<file path="src/rtl/uart_rx_tx_baud_ticked_defines.svh">
// Assertion macros shared by the RTL. Each macro expects clk and rst_n in scope.
`ifndef UART_RX_TX_BAUD_TICKED_DEFINES_SVH
`define UART_RX_TX_BAUD_TICKED_DEFINES_SVH

`ifndef SYNTHESIS

`define URTB_ASSERT_IMPLY(name, cond, prop) \
    name: assert property (@(posedge clk) disable iff (!rst_n) (cond) |-> (prop)) \
        else $error("urtb: implication check failed");

`define URTB_ASSERT_NEXT(name, cond, prop) \
    name: assert property (@(posedge clk) disable iff (!rst_n) (cond) |=> (prop)) \
        else $error("urtb: next-cycle check failed");

`else

`define URTB_ASSERT_IMPLY(name, cond, prop)

`define URTB_ASSERT_NEXT(name, cond, prop)

`endif

`endif

</file>
<file path="src/rtl/urtb_pkg.sv">
`timescale 1ns / 1ps

package urtb_pkg;

    localparam int URTB_TX_FIFO_DEPTH = 16;

    localparam int DIVIDER_W  = 20;
    localparam int DBITS_W    = 4;
    localparam int CYCLES_W   = 16;
    localparam int TICK_W     = 21;
    localparam int BYTE_W     = 8;
    localparam int CNT_W      = 4;

    localparam int S_TDATA_W  = 32;
    localparam int M_TDATA_W  = 16;
    localparam int APB_DATA_W = 32;
    localparam int APB_ADDR_W = 3;

    localparam logic [DIVIDER_W-1:0] DIVIDER_RESET   = DIVIDER_W'(1084);
    localparam logic [DBITS_W-1:0]   DATA_BITS_RESET = DBITS_W'(8);

    // Register index, taken from paddr[2]
    localparam logic REG_BAUD_DIVIDER = 1'b0;
    localparam logic REG_DATA_BITS    = 1'b1;

    // Receiver phases
    localparam logic [1:0] RX_WAIT_IDLE  = 2'd0;
    localparam logic [1:0] RX_WAIT_START = 2'd1;
    localparam logic [1:0] RX_DATA       = 2'd2;
    localparam logic [1:0] RX_STOP       = 2'd3;

    // Transmitter phases
    localparam logic [1:0] TX_START = 2'd0;
    localparam logic [1:0] TX_DATA  = 2'd1;
    localparam logic [1:0] TX_STOP  = 2'd2;
    localparam logic [1:0] TX_END   = 2'd3;

    // Bit positions in m_tdata
    localparam int OUT_TX_LEVEL_BIT = 0;
    localparam int OUT_RX_VALID_BIT = 1;
    localparam int OUT_RX_BYTE_LSB  = 2;
    localparam int OUT_FERR_BIT     = 10;
    localparam int OUT_DROP_BIT     = 11;

    typedef struct packed {
        logic full;
        logic empty;
    } fifo_status_t;

endpackage

</file>
<file path="src/rtl/urtb_fifo.sv">
`timescale 1ns / 1ps

module urtb_fifo import urtb_pkg::*; #(
    parameter int DEPTH = URTB_TX_FIFO_DEPTH
) (
    input  logic              clk,
    input  logic              rst_n,
    input  logic              push,
    input  logic [BYTE_W-1:0] push_data,
    input  logic              pop,
    output logic [BYTE_W-1:0] pop_data,
    output fifo_status_t      status
);

    localparam int PTR_W = (DEPTH > 1) ? $clog2(DEPTH) : 1;
    localparam int LVL_W = $clog2(DEPTH + 1);

    logic [BYTE_W-1:0] mem [DEPTH];

    logic [PTR_W-1:0]  head_reg;
    logic [PTR_W-1:0]  head_next;
    logic [PTR_W-1:0]  tail_reg;
    logic [PTR_W-1:0]  tail_next;
    logic [LVL_W-1:0]  level_reg;
    logic [LVL_W-1:0]  level_next;
    logic [BYTE_W-1:0] rd_data_reg;
    logic              bypass_reg;
    logic [BYTE_W-1:0] bypass_data_reg;
    logic [BYTE_W-1:0] front;

    function automatic logic [PTR_W-1:0] wrap_inc(input logic [PTR_W-1:0] ptr);
        logic [PTR_W-1:0] res;
        if (ptr == PTR_W'(DEPTH - 1))
        begin
            res = '0;
        end
        else
        begin
            res = ptr + PTR_W'(1);
        end
        return res;
    endfunction

    assign status.empty = (level_reg == '0);
    assign status.full  = (level_reg == LVL_W'(DEPTH));

    assign head_next  = pop  ? wrap_inc(head_reg) : head_reg;
    assign tail_next  = push ? wrap_inc(tail_reg) : tail_reg;
    assign level_next = level_reg + LVL_W'(push) - LVL_W'(pop);

    // The entry at the head is read ahead of time; a write to that same entry
    // in the cycle of the read is forwarded instead.
    assign front = bypass_reg ? bypass_data_reg : rd_data_reg;

    // An empty queue can still pop the byte pushed by the same item.
    assign pop_data = status.empty ? push_data : front;

    always_ff @(posedge clk)
    begin
        if (push)
        begin
            mem[tail_reg] <= push_data;
        end
        rd_data_reg     <= mem[head_next];
        bypass_data_reg <= push_data;
    end

    always_ff @(posedge clk or negedge rst_n)
    begin
        if (!rst_n)
        begin
            head_reg   <= '0;
            tail_reg   <= '0;
            level_reg  <= '0;
            bypass_reg <= 1'b0;
        end
        else
        begin
            head_reg   <= head_next;
            tail_reg   <= tail_next;
            level_reg  <= level_next;
            bypass_reg <= push && (tail_reg == head_next);
        end
    end

endmodule

</file>
<file path="src/rtl/uart_rx_tx_baud_ticked.sv">
`timescale 1ns / 1ps
// UART transceiver stepped by a baud-tick divider.
// Each item on the s_ channel carries the cycles elapsed since the previous item, the
// sampled receive line level and an optional byte to queue for transmission. The
// item adds to a tick counter; once the counter reaches baud_divider it clears and
// one receive step and one transmit step run. Each item gives exactly one item on
// the m_ channel: the transmit line level, a received byte with its valid flag, a
// framing error flag and a flag for a byte dropped because the transmit queue was full.
// An item passes through an input register and then a result register, from which
// its result is offered on the m_ channel. One item is taken every cycle when
// m_tready stays high. baud_divider and data_bits are written over the APB port;
// the user must write them only while no item is in flight, as the block itself does not enforce this.
// Reset clears the counters and phases, empties the transmit queue, sets the line
// high, baud_divider to 1084 and data_bits to 8.
// When m_tready is low the result register holds, one further item waits in the
// input register, and then s_tready falls until the result is taken.

`include "uart_rx_tx_baud_ticked_defines.svh"

module uart_rx_tx_baud_ticked import urtb_pkg::*; #(
    parameter int TX_FIFO_DEPTH = URTB_TX_FIFO_DEPTH
) (
    input  logic                  clk,
    input  logic                  rst_n,
    input  logic                  s_tvalid,
    output logic                  s_tready,
    // [15:0] cycles_elapsed, [16] rx_level, [17] push_valid, [25:18] push_byte
    input  logic [S_TDATA_W-1:0]  s_tdata,
    output logic                  m_tvalid,
    input  logic                  m_tready,
    // [0] tx_level, [1] rx_valid, [9:2] rx_byte, [10] framing_error, [11] push_dropped
    output logic [M_TDATA_W-1:0]  m_tdata,
    input  logic                  psel,
    input  logic                  penable,
    input  logic                  pwrite,
    input  logic [APB_ADDR_W-1:0] paddr,
    input  logic [APB_DATA_W-1:0] pwdata,
    output logic [APB_DATA_W-1:0] prdata,
    output logic                  pready
);

    // Configuration
    logic [DIVIDER_W-1:0] divider_reg;
    logic [DBITS_W-1:0]   data_bits_reg;
    logic                 cfg_write;

    // Input and result registers
    logic                 in_valid_reg;
    logic [CYCLES_W-1:0]  cycles_reg;
    logic                 rx_level_reg;
    logic                 push_valid_reg;
    logic [BYTE_W-1:0]    push_byte_reg;
    logic                 out_valid_reg;
    logic [M_TDATA_W-1:0] out_data_reg;
    logic [M_TDATA_W-1:0] out_data_next;
    logic                 advance;
    logic                 fire;
    logic                 take_in;

    // Block state
    logic [TICK_W-1:0]    tick_reg;
    logic [TICK_W-1:0]    tick_next;
    logic [1:0]           rx_phase_reg;
    logic [1:0]           rx_phase_next;
    logic [CNT_W-1:0]     rx_count_reg;
    logic [CNT_W-1:0]     rx_count_next;
    logic [BYTE_W-1:0]    rx_shift_reg;
    logic [BYTE_W-1:0]    rx_shift_next;
    logic [1:0]           tx_phase_reg;
    logic [1:0]           tx_phase_next;
    logic [CNT_W-1:0]     tx_count_reg;
    logic [CNT_W-1:0]     tx_count_next;
    logic [BYTE_W-1:0]    tx_shift_reg;
    logic [BYTE_W-1:0]    tx_shift_next;
    logic                 tx_line_reg;
    logic                 tx_line_next;

    // Step logic
    logic [TICK_W-1:0]    tick_sum;
    logic                 baud;
    logic                 push_ok;
    logic                 fifo_pop;
    logic [BYTE_W-1:0]    pop_data;
    fifo_status_t         fifo_st;
    logic [CNT_W-1:0]     rx_count_inc;
    logic [BYTE_W-1:0]    rx_shift_set;
    logic [CNT_W-1:0]     tx_count_inc;
    logic                 rx_valid;
    logic [BYTE_W-1:0]    rx_byte;
    logic                 framing_error;

    // ---------------- APB ----------------
    assign pready    = 1'b1;
    assign cfg_write = psel && penable && pwrite && pready;

    always_comb
    begin
        case (paddr[2])
            REG_BAUD_DIVIDER: prdata = APB_DATA_W'(divider_reg);
            REG_DATA_BITS:    prdata = APB_DATA_W'(data_bits_reg);
            default:          prdata = '0;
        endcase
    end

    always_ff @(posedge clk or negedge rst_n)
    begin
        if (!rst_n)
        begin
            divider_reg   <= DIVIDER_RESET;
            data_bits_reg <= DATA_BITS_RESET;
        end
        else if (cfg_write)
        begin
            if (paddr[2] == REG_BAUD_DIVIDER)
            begin
                divider_reg <= pwdata[DIVIDER_W-1:0];
            end
            else
            begin
                data_bits_reg <= pwdata[DBITS_W-1:0];
            end
        end
    end

    // ---------------- Handshake ----------------
    assign advance  = !out_valid_reg || m_tready;
    assign fire     = in_valid_reg && advance;
    assign s_tready = !in_valid_reg || advance;
    assign take_in  = s_tvalid && s_tready;
    assign m_tvalid = out_valid_reg;
    assign m_tdata  = out_data_reg;

    always_ff @(posedge clk or negedge rst_n)
    begin
        if (!rst_n)
        begin
            in_valid_reg  <= 1'b0;
            out_valid_reg <= 1'b0;
        end
        else
        begin
            if (take_in)
            begin
                in_valid_reg <= 1'b1;
            end
            else if (fire)
            begin
                in_valid_reg <= 1'b0;
            end

            if (fire)
            begin
                out_valid_reg <= 1'b1;
            end
            else if (m_tready)
            begin
                out_valid_reg <= 1'b0;
            end
        end
    end

    always_ff @(posedge clk)
    begin
        if (take_in)
        begin
            cycles_reg     <= s_tdata[15:0];
            rx_level_reg   <= s_tdata[16];
            push_valid_reg <= s_tdata[17];
            push_byte_reg  <= s_tdata[25:18];
        end
        if (fire)
        begin
            out_data_reg <= out_data_next;
        end
    end

    // ---------------- Transmit queue ----------------
    assign push_ok = fire && push_valid_reg && !fifo_st.full;

    urtb_fifo #(
        .DEPTH (TX_FIFO_DEPTH)
    ) u_fifo (
        .clk       (clk),
        .rst_n     (rst_n),
        .push      (push_ok),
        .push_data (push_byte_reg),
        .pop       (fifo_pop),
        .pop_data  (pop_data),
        .status    (fifo_st)
    );

    // ---------------- Baud step ----------------
    assign tick_sum     = tick_reg + TICK_W'(cycles_reg);
    assign baud         = tick_sum >= TICK_W'(divider_reg);
    assign tick_next    = baud ? '0 : tick_sum;
    assign rx_count_inc = rx_count_reg + CNT_W'(1);
    assign tx_count_inc = tx_count_reg + CNT_W'(1);
    assign rx_shift_set = rx_shift_reg | (BYTE_W'(1) << rx_count_reg[2:0]);

    assign fifo_pop = fire && baud && (tx_phase_reg == TX_START)
                      && (!fifo_st.empty || push_ok);

    always_comb
    begin
        rx_phase_next = rx_phase_reg;
        rx_count_next = rx_count_reg;
        rx_shift_next = rx_shift_reg;
        rx_valid      = 1'b0;
        rx_byte       = '0;
        framing_error = 1'b0;
        if (baud)
        begin
            case (rx_phase_reg)
                RX_WAIT_IDLE:
                begin
                    if (rx_level_reg)
                    begin
                        rx_phase_next = RX_WAIT_START;
                    end
                end
                RX_WAIT_START:
                begin
                    if (!rx_level_reg)
                    begin
                        rx_phase_next = RX_DATA;
                    end
                end
                RX_DATA:
                begin
                    // Bits past the eighth are sampled but not stored.
                    if (!rx_count_reg[3] && rx_level_reg)
                    begin
                        rx_shift_next = rx_shift_set;
                    end
                    rx_count_next = rx_count_inc;
                    if ((rx_count_inc >= data_bits_reg) || (rx_count_inc == '0))
                    begin
                        rx_valid      = 1'b1;
                        rx_byte       = rx_shift_next;
                        rx_shift_next = '0;
                        rx_count_next = '0;
                        rx_phase_next = RX_STOP;
                    end
                end
                RX_STOP:
                begin
                    if (!rx_level_reg)
                    begin
                        framing_error = 1'b1;
                        rx_phase_next = RX_WAIT_IDLE;
                    end
                    else
                    begin
                        rx_phase_next = RX_WAIT_START;
                    end
                end
                default:
                begin
                    rx_phase_next = RX_WAIT_IDLE;
                end
            endcase
        end
    end

    always_comb
    begin
        tx_phase_next = tx_phase_reg;
        tx_count_next = tx_count_reg;
        tx_shift_next = tx_shift_reg;
        tx_line_next  = tx_line_reg;
        if (baud)
        begin
            case (tx_phase_reg)
                TX_START:
                begin
                    if (fifo_pop)
                    begin
                        tx_shift_next = pop_data;
                        tx_phase_next = TX_DATA;
                        tx_line_next  = 1'b0;
                    end
                end
                TX_DATA:
                begin
                    tx_line_next  = tx_shift_reg[0];
                    tx_shift_next = tx_shift_reg >> 1;
                    tx_count_next = tx_count_inc;
                    if ((tx_count_inc >= data_bits_reg) || (tx_count_inc == '0))
                    begin
                        tx_phase_next = TX_STOP;
                    end
                end
                TX_STOP:
                begin
                    tx_line_next  = 1'b1;
                    tx_phase_next = TX_END;
                end
                TX_END:
                begin
                    tx_count_next = '0;
                    tx_phase_next = TX_START;
                end
                default:
                begin
                    tx_phase_next = TX_START;
                end
            endcase
        end
    end

    always_comb
    begin
        out_data_next = '0;
        out_data_next[OUT_TX_LEVEL_BIT] = tx_line_next;
        out_data_next[OUT_RX_VALID_BIT] = rx_valid;
        out_data_next[OUT_RX_BYTE_LSB +: BYTE_W] = rx_byte;
        out_data_next[OUT_FERR_BIT] = framing_error;
        out_data_next[OUT_DROP_BIT] = push_valid_reg && fifo_st.full;
    end

    always_ff @(posedge clk or negedge rst_n)
    begin
        if (!rst_n)
        begin
            tick_reg     <= '0;
            rx_phase_reg <= RX_WAIT_IDLE;
            rx_count_reg <= '0;
            rx_shift_reg <= '0;
            tx_phase_reg <= TX_START;
            tx_count_reg <= '0;
            tx_shift_reg <= '0;
            tx_line_reg  <= 1'b1;
        end
        else if (fire)
        begin
            tick_reg     <= tick_next;
            rx_phase_reg <= rx_phase_next;
            rx_count_reg <= rx_count_next;
            rx_shift_reg <= rx_shift_next;
            tx_phase_reg <= tx_phase_next;
            tx_count_reg <= tx_count_next;
            tx_shift_reg <= tx_shift_next;
            tx_line_reg  <= tx_line_next;
        end
    end

    // ---------------- Checks ----------------
    `URTB_ASSERT_IMPLY(a_ready_when_empty, !out_valid_reg, s_tready)
    `URTB_ASSERT_IMPLY(a_queue_status, 1'b1, !(fifo_st.full && fifo_st.empty))
    `URTB_ASSERT_IMPLY(a_rx_flags_exclusive, out_valid_reg,
        !(out_data_reg[OUT_RX_VALID_BIT] && out_data_reg[OUT_FERR_BIT]))
    `URTB_ASSERT_NEXT(a_drop_reported, fire && push_valid_reg && fifo_st.full,
        out_data_reg[OUT_DROP_BIT])

endmodule

</file>
<file path="config.mk">
export PLATFORM = sky130hd
export DESIGN_NAME = uart_rx_tx_baud_ticked
export DESIGN_NICKNAME = d
export VERILOG_FILES = /design/src/rtl/urtb_pkg.sv /design/src/rtl/urtb_fifo.sv /design/src/rtl/uart_rx_tx_baud_ticked.sv
export VERILOG_INCLUDE_DIRS = /design/src /design/src/rtl
export SDC_FILE = /design/constraint.sdc
export NUM_CORES = 1
export LEC_CHECK = 0
export BUFFER_PORTS_ARGS = -buffer_cell sky130_fd_sc_hd__buf_2
export CORE_UTILIZATION = 25
export DETAILED_ROUTE_END_ITERATION = 10
export PLACE_DENSITY = 0.43
export SETUP_SLACK_MARGIN = 0.2
export SKIP_CTS_REPAIR_TIMING = 1
export SYNTH_ARGS = -nofsm -noshare
export SYNTH_HDL_FRONTEND = slang
export SYNTH_SLANG_ARGS = --single-unit
</file>
<file path="constraint.sdc">
create_clock -name clk -period 16.1 [get_ports clk]
set_clock_uncertainty 0.2 [all_clocks]
set_input_delay 3.22 -clock clk [delete_from_list [all_inputs] [get_ports clk]]
set_output_delay 3.22 -clock clk [all_outputs]
set_load 0.02 [all_outputs]
</file>
==> results.ini, run 1 <==
[setup_path]
crit_type=in -> out
rrSetupSlack_ns=9.44
reg2reg_from=tick_reg[0]
startpoint_type=input pin
timing.rr.end=u_fifo.rd_data_reg[7]
crit_arrival_ns=4.17
rr_worst_depth=23
endpoint_kind=output port
required_ns=12.68
cp_max_fo=25

[floorplan]
die_x_um=232.8
ios=125
die_y_um=232.8
start_util=0.2534
core_area_um2=52550
rows=84
die_area_um2=54200

[detailed_routing]
met3_length_mm=1.408
dr.pass1.iters=5
drc_errors=0
antenna_left=0
m1WireLength_mm=15.59
routed-wl-met2_mm=15.23
highest_layer=met4
vias=8651
avgViaCountPerCell=4.517
routedWlPerCell_um=17.24
drtIter0Drc=447
wirelength_mm=33.02

[pwr]
power_w=0.002613
vdd_ir_drop_max_mv=0.07222
power.leakage_nw=6.197
cellPowerDensity_nw_per_um2=167.4

[yosys]
ys_seq_area_frac=0.5681
synthFlopType=edfxtp_1
synth-seq-cells=272
syn_inst=1109
yosysUniqueCellTypes=74
netlist_area_um2=13320
yosys_warnings=0
synthArstFlopShare=0.3309
syn_area_per_cell_um2=12.01
synth_edf_count=166

[sta]
hold_viol=0
tightest_slew_ns=1.006
hold_slack_ns=0.2605
relSlewSlack=0.3291
fin_setup_tns_ns=0
grt_setup_unrepaired=false
setup_ws_ns=8.513
min_period_ns=7.587
maxSlewViolCount=0
fin_crit_sh=0.4712
setup_violations=0
max_freq_mhz=131.8

[global_routing]
grt_start_max_net_pins=67
overflow=0
antenna_found_initial=0
grt_pass1_wl_mm=51.49
grtUsageTotal=0.1239
grt_pass1_vias=8827

[min_path]
min-delay-start=tx_line_reg
hold_end=tx_line_reg
hp-class=reg -> reg
holdPathStages=2

[clocking]
cts_tree=done
path_clk_slew_ns=0.06
clkLatencyLatePin_ns=0.53
cts_buffer_depth=3
cts_sinks=272
cts_inserted_buffers=34
cts_root_buffer=clkbuf_16
h-tree-depth=2

[final_layout]
post-route-util=0.2971
syn2layout_area_growth_pct=17.24
largest_reg_flops=128
n_antenna_cell=0
nNetsFinal=1348
filler_cell_count=5379
drive_gt1_frac=0.2021

[run_status]
status=completed

[place]
dp_hpwl_mm=22.11
dpl_worst_slack_ns=8.495
numPortBuffers=87
routabilityCongestion=0.8046

[flow_run]
maxCapViolations=0

Yosys cell counts, types with 13 or more instances:
cell      number  share of area
dfrtp_1       83           0.16
a211o_1       16          0.011
ha_1          70          0.066
nand2b_1      13         0.0061
buf_4         19          0.011
nand3_1       23         0.0086
o21ai_0       28          0.011
xnor2_1       20          0.013
dfxtp_1       16          0.024
a31oi_1       13         0.0061
a211oi_1      14         0.0079
and2_1        20         0.0094
nor2_1        67          0.019
clkbuf_1      24         0.0068
edfxtp_1     166           0.37
o32ai_1       16          0.011
o211ai_1      35          0.020
inv_1         84          0.024
buf_2         16         0.0060
a21oi_1       63          0.024
nand2_1       82          0.023
mux2_2        59          0.050
o22ai_1       17         0.0080
stage by stage:
stage	cells	area (um2)
floorplan	1124	13370
global placement	1854	14470
detailed placement	1854	14470
CTS	1915	15610
global route	1915	15610
finish	1915	15610
power by group:
part           total, W  internal (W)  switching [W]
clock network  0.000777      0.000478       0.000300
registers      0.000938      0.000859      0.0000782
logic          0.000898      0.000368       0.000530
total           0.00261       0.00171       0.000908
metal layers:
| metal | GRT usage | vias up |
|---|---|---|
| met4 | 0.04371 | 0 |
| met3 | 0.02206 | 51 |
| li1 | - | 4232 |
| met2 | 0.1996 | 178 |
| met5 | 0 | - |
| met1 | 0.1659 | 4190 |
critical path, cell delays in order:
cell and delay, ns:
buf_2 0.39, mux2_2 0.39, buf_2 0.16
worst max-delay path by stage:
| stage | start | endpoint | cells past startpoint |
|---|---|---|---|
| final | paddr[2] | prdata[0] | 3 |
| after CTS | paddr[2] | prdata[0] | 3 |
| after floorplan | paddr[2] | prdata[1] | 3 |
| after global routing | paddr[2] | prdata[0] | 3 |
| after global placement | paddr[2] | prdata[0] | 3 |
| after detailed placement | paddr[2] | prdata[0] | 3 |
final cells by class:
type	count	area, um2	share of cell area
repair buffers	103	558.0	0.03574
clock inverters	17	158.9	0.01018
well taps	688	860.8	0.05513
clock buffers	44	982.2	0.06291
inverters	87	326.6	0.02092
flip-flops and latches	272	7566	0.4846
multi-input cells	704	5161	0.3306
cells by family after synthesis:
logic type,count (synthesis),share of synthesized area
AO/OA/AOI/OAI,256,0.1371
XOR/XNOR,30,0.02029
adder cells (fa/ha/maj),72,0.06877
buffers and inverters,148,0.04914
flip-flops,272,0.5681
multiplexers,72,0.06088
other,2,0.0005639
AND/OR/NAND/NOR,257,0.09517
cells in the final DEF (no fill, tap or decap), types with 7 or more instances in the layout:
cell,instances
edfxtp_1,166
buf_2,86
inv_1,84
dfrtp_1,83
nand2_1,82
ha_1,70
nor2_1,66
a21oi_1,63
mux2_2,59
clkbuf_16,37
o211ai_1,35
o21ai_0,28
nand3_1,23
xnor2_1,20
and2_1,20
o22ai_1,17
conb_1,17
buf_4,17
a211o_1,16
o32ai_1,16
dfxtp_1,16
a211oi_1,14
nand2b_1,13
a31oi_1,13
a21o_1,9
xor2_1,9
clkinv_1,9
nor3_1,9
mux2i_1,9
and3_1,8
nor4_2,8
dfstp_2,7
(Power assumes the default switching activity.)
==> run 2: changes to the inputs <==
clock period = 7.6 ns   (was 16.1 ns; I/O delays follow)
==> results.ini, run 2 (synthesized netlist as in run 1, its figures left out) <==
[final_layout]
final_cells=1916
drive_gt1_frac=0.2003
largest_reg_flops=128
fin_area_um2=15490
syn2layout_area_growth_pct=16.34
nNetsFinal=1349
layout_commonest_cell=edfxtp_1
final_cell_mix=edfxtp_1, buf_2, inv_1
n_antenna_cell=0

[sta]
tightest_slew_ns=0.9240
hold_viol=0
hold_slack_ns=0.2603
fin_crit_sh=0.8495
fin_setup_tns_ns=0
setup_ws_ns=1.144
setup_violations=0
max_freq_mhz=154.9
maxSlewViolCount=0
grt_setup_unrepaired=false
relSlewSlack=0.3817
min_period_ns=6.456

[floorplan]
ios=125
die_y_um=232.8
start_util=0.2534
die_x_um=232.8
core_area_um2=52550
rows=84
die_area_um2=54200

[setup_path]
crit_type=reg -> reg
cp_num_buf_inv=1
cp_max_fo=46
cp-startpoint=cycles_reg[1]
slowest_stage=nor2_4
path_cells=ha_1 > a21o_1 > a21oi_1 > o21bai_1 > a221o_1 > a211oi_1 > nor2_1 > a21oi_1 > xnor2_1 > ha_1 > nand4_1 > a21oi_1 > nor3_1 > o211ai_1 > a41oi_2 > a2111oi_2 > nor2_4 > buf_12 > mux2_2 > o22ai_1 > nor4_2
cp_top_family=compound AO/OA/AOI/OAI gates
reg2reg_from=cycles_reg[1]
path_common_cell=a21oi_1
required_ns=7.85
crit_arrival_ns=6.71
startpoint_type=flop
endpoint_kind=flop
critPathMaxStageDelay_ns=0.52

[clocking]
h-tree-depth=1
cts_tree=done
clkLatencyLatePin_ns=0.58
cts_root_buffer=clkbuf_16
cts_buffer_depth=3
path_clk_slew_ns=0.06
cts_inserted_buffers=31
cts_sinks=272

[min_path]
min-delay-start=tx_line_reg
hp-class=reg -> reg

[pwr]
cellPowerDensity_nw_per_um2=344.6
vdd_ir_drop_max_mv=0.1902
power.leakage_nw=6.146

[global_routing]
grtUsageTotal=0.1223
grt_pass1_vias=8815
grt_start_max_net_pins=60
grt_pass1_wl_mm=51.37
overflow=0
antenna_found_initial=0

[run_status]
status=completed

[detailed_routing]
antenna_left=0
wirelength_mm=32.78
dr.pass1.iters=5
avgViaCountPerCell=4.533
routedWlPerCell_um=17.11
drtIter0Drc=499
drc_errors=0
vias=8686

[place]
numPortBuffers=87
dp_hpwl_mm=22.00
dpl.cell_count=1858
place_area_um2=14520
routabilityCongestion=0.8070
dpl_worst_slack_ns=1.163

[flow_run]
maxCapViolations=0

-- run 2: changes by cell type in the layout (fill, tap and decap cells not counted), moves of 2 or more --
cell	previous run	this run
bufinv_16	3	1
clkbuf_1	4	7
clkbuf_16	37	31
buf_4	17	20
clkbuf_8	3	5
-- run 2: report_power, final --
part | leakage (nW) | switching, W | total (W) | internal [W]
Combinational | 2.92 | 0.00112 | 0.00191 | 0.000795
Sequential | 2.74 | 0.000169 | 0.00199 | 0.00182
Clock | 0.487 | 0.000610 | 0.00144 | 0.000831
-- run 2: tightest hold or removal path: stages (launching register included) --
cell,delay (ns)
dfstp_2,0.37
nand2_1,0.05
nand2_1,0.04
-- run 2: through the flow --
| step | utilization | power [W] |
|---|---|---|
| after floorplan | - | 0.003432 |
| after global placement | 0.2762 | 0.003933 |
| after detailed placement | 0.2762 | 0.003948 |
| after CTS | 0.2948 | 0.005418 |
| after global routing | 0.2948 | 0.005740 |
| final | 0.2948 | 0.005340 |
-- run 2: area by class of cell --
class                      count  area [um2]
timing repair buffer         107       600.6
clock inverter                15       107.6
clock buffer                  43       870.8
multi-input combinational    704        5161
fill                        5408       37060
tap                          688       860.8
sequential                   272        7566
inverter                      87       326.6
-- run 2: worst paths after layout --
kind	endpoint	slack, ns	cells after the start
min in group asynchronous	tick_reg[8]	0.67	1
worst max-delay path	u_fifo.rd_data_reg[1]	1.14	21
max in group asynchronous	tx_phase_reg[0]	5.31	2
worst min register to register	tx_line_reg	0.26	2
worst min-delay path	tx_line_reg	0.26	2
worst max register to register	u_fifo.rd_data_reg[1]	1.14	21
-- run 2: per-layer routing --
metal  wire, um  vias up  global-route usage  share of wire
li1           -     4233                   -              -
met1      15680     4254              0.1651           0.48
met2      15130      153              0.2026           0.46
met3       1282       46             0.02047          0.039
met4        682        0             0.02921          0.021
met5          0        -                   0              0
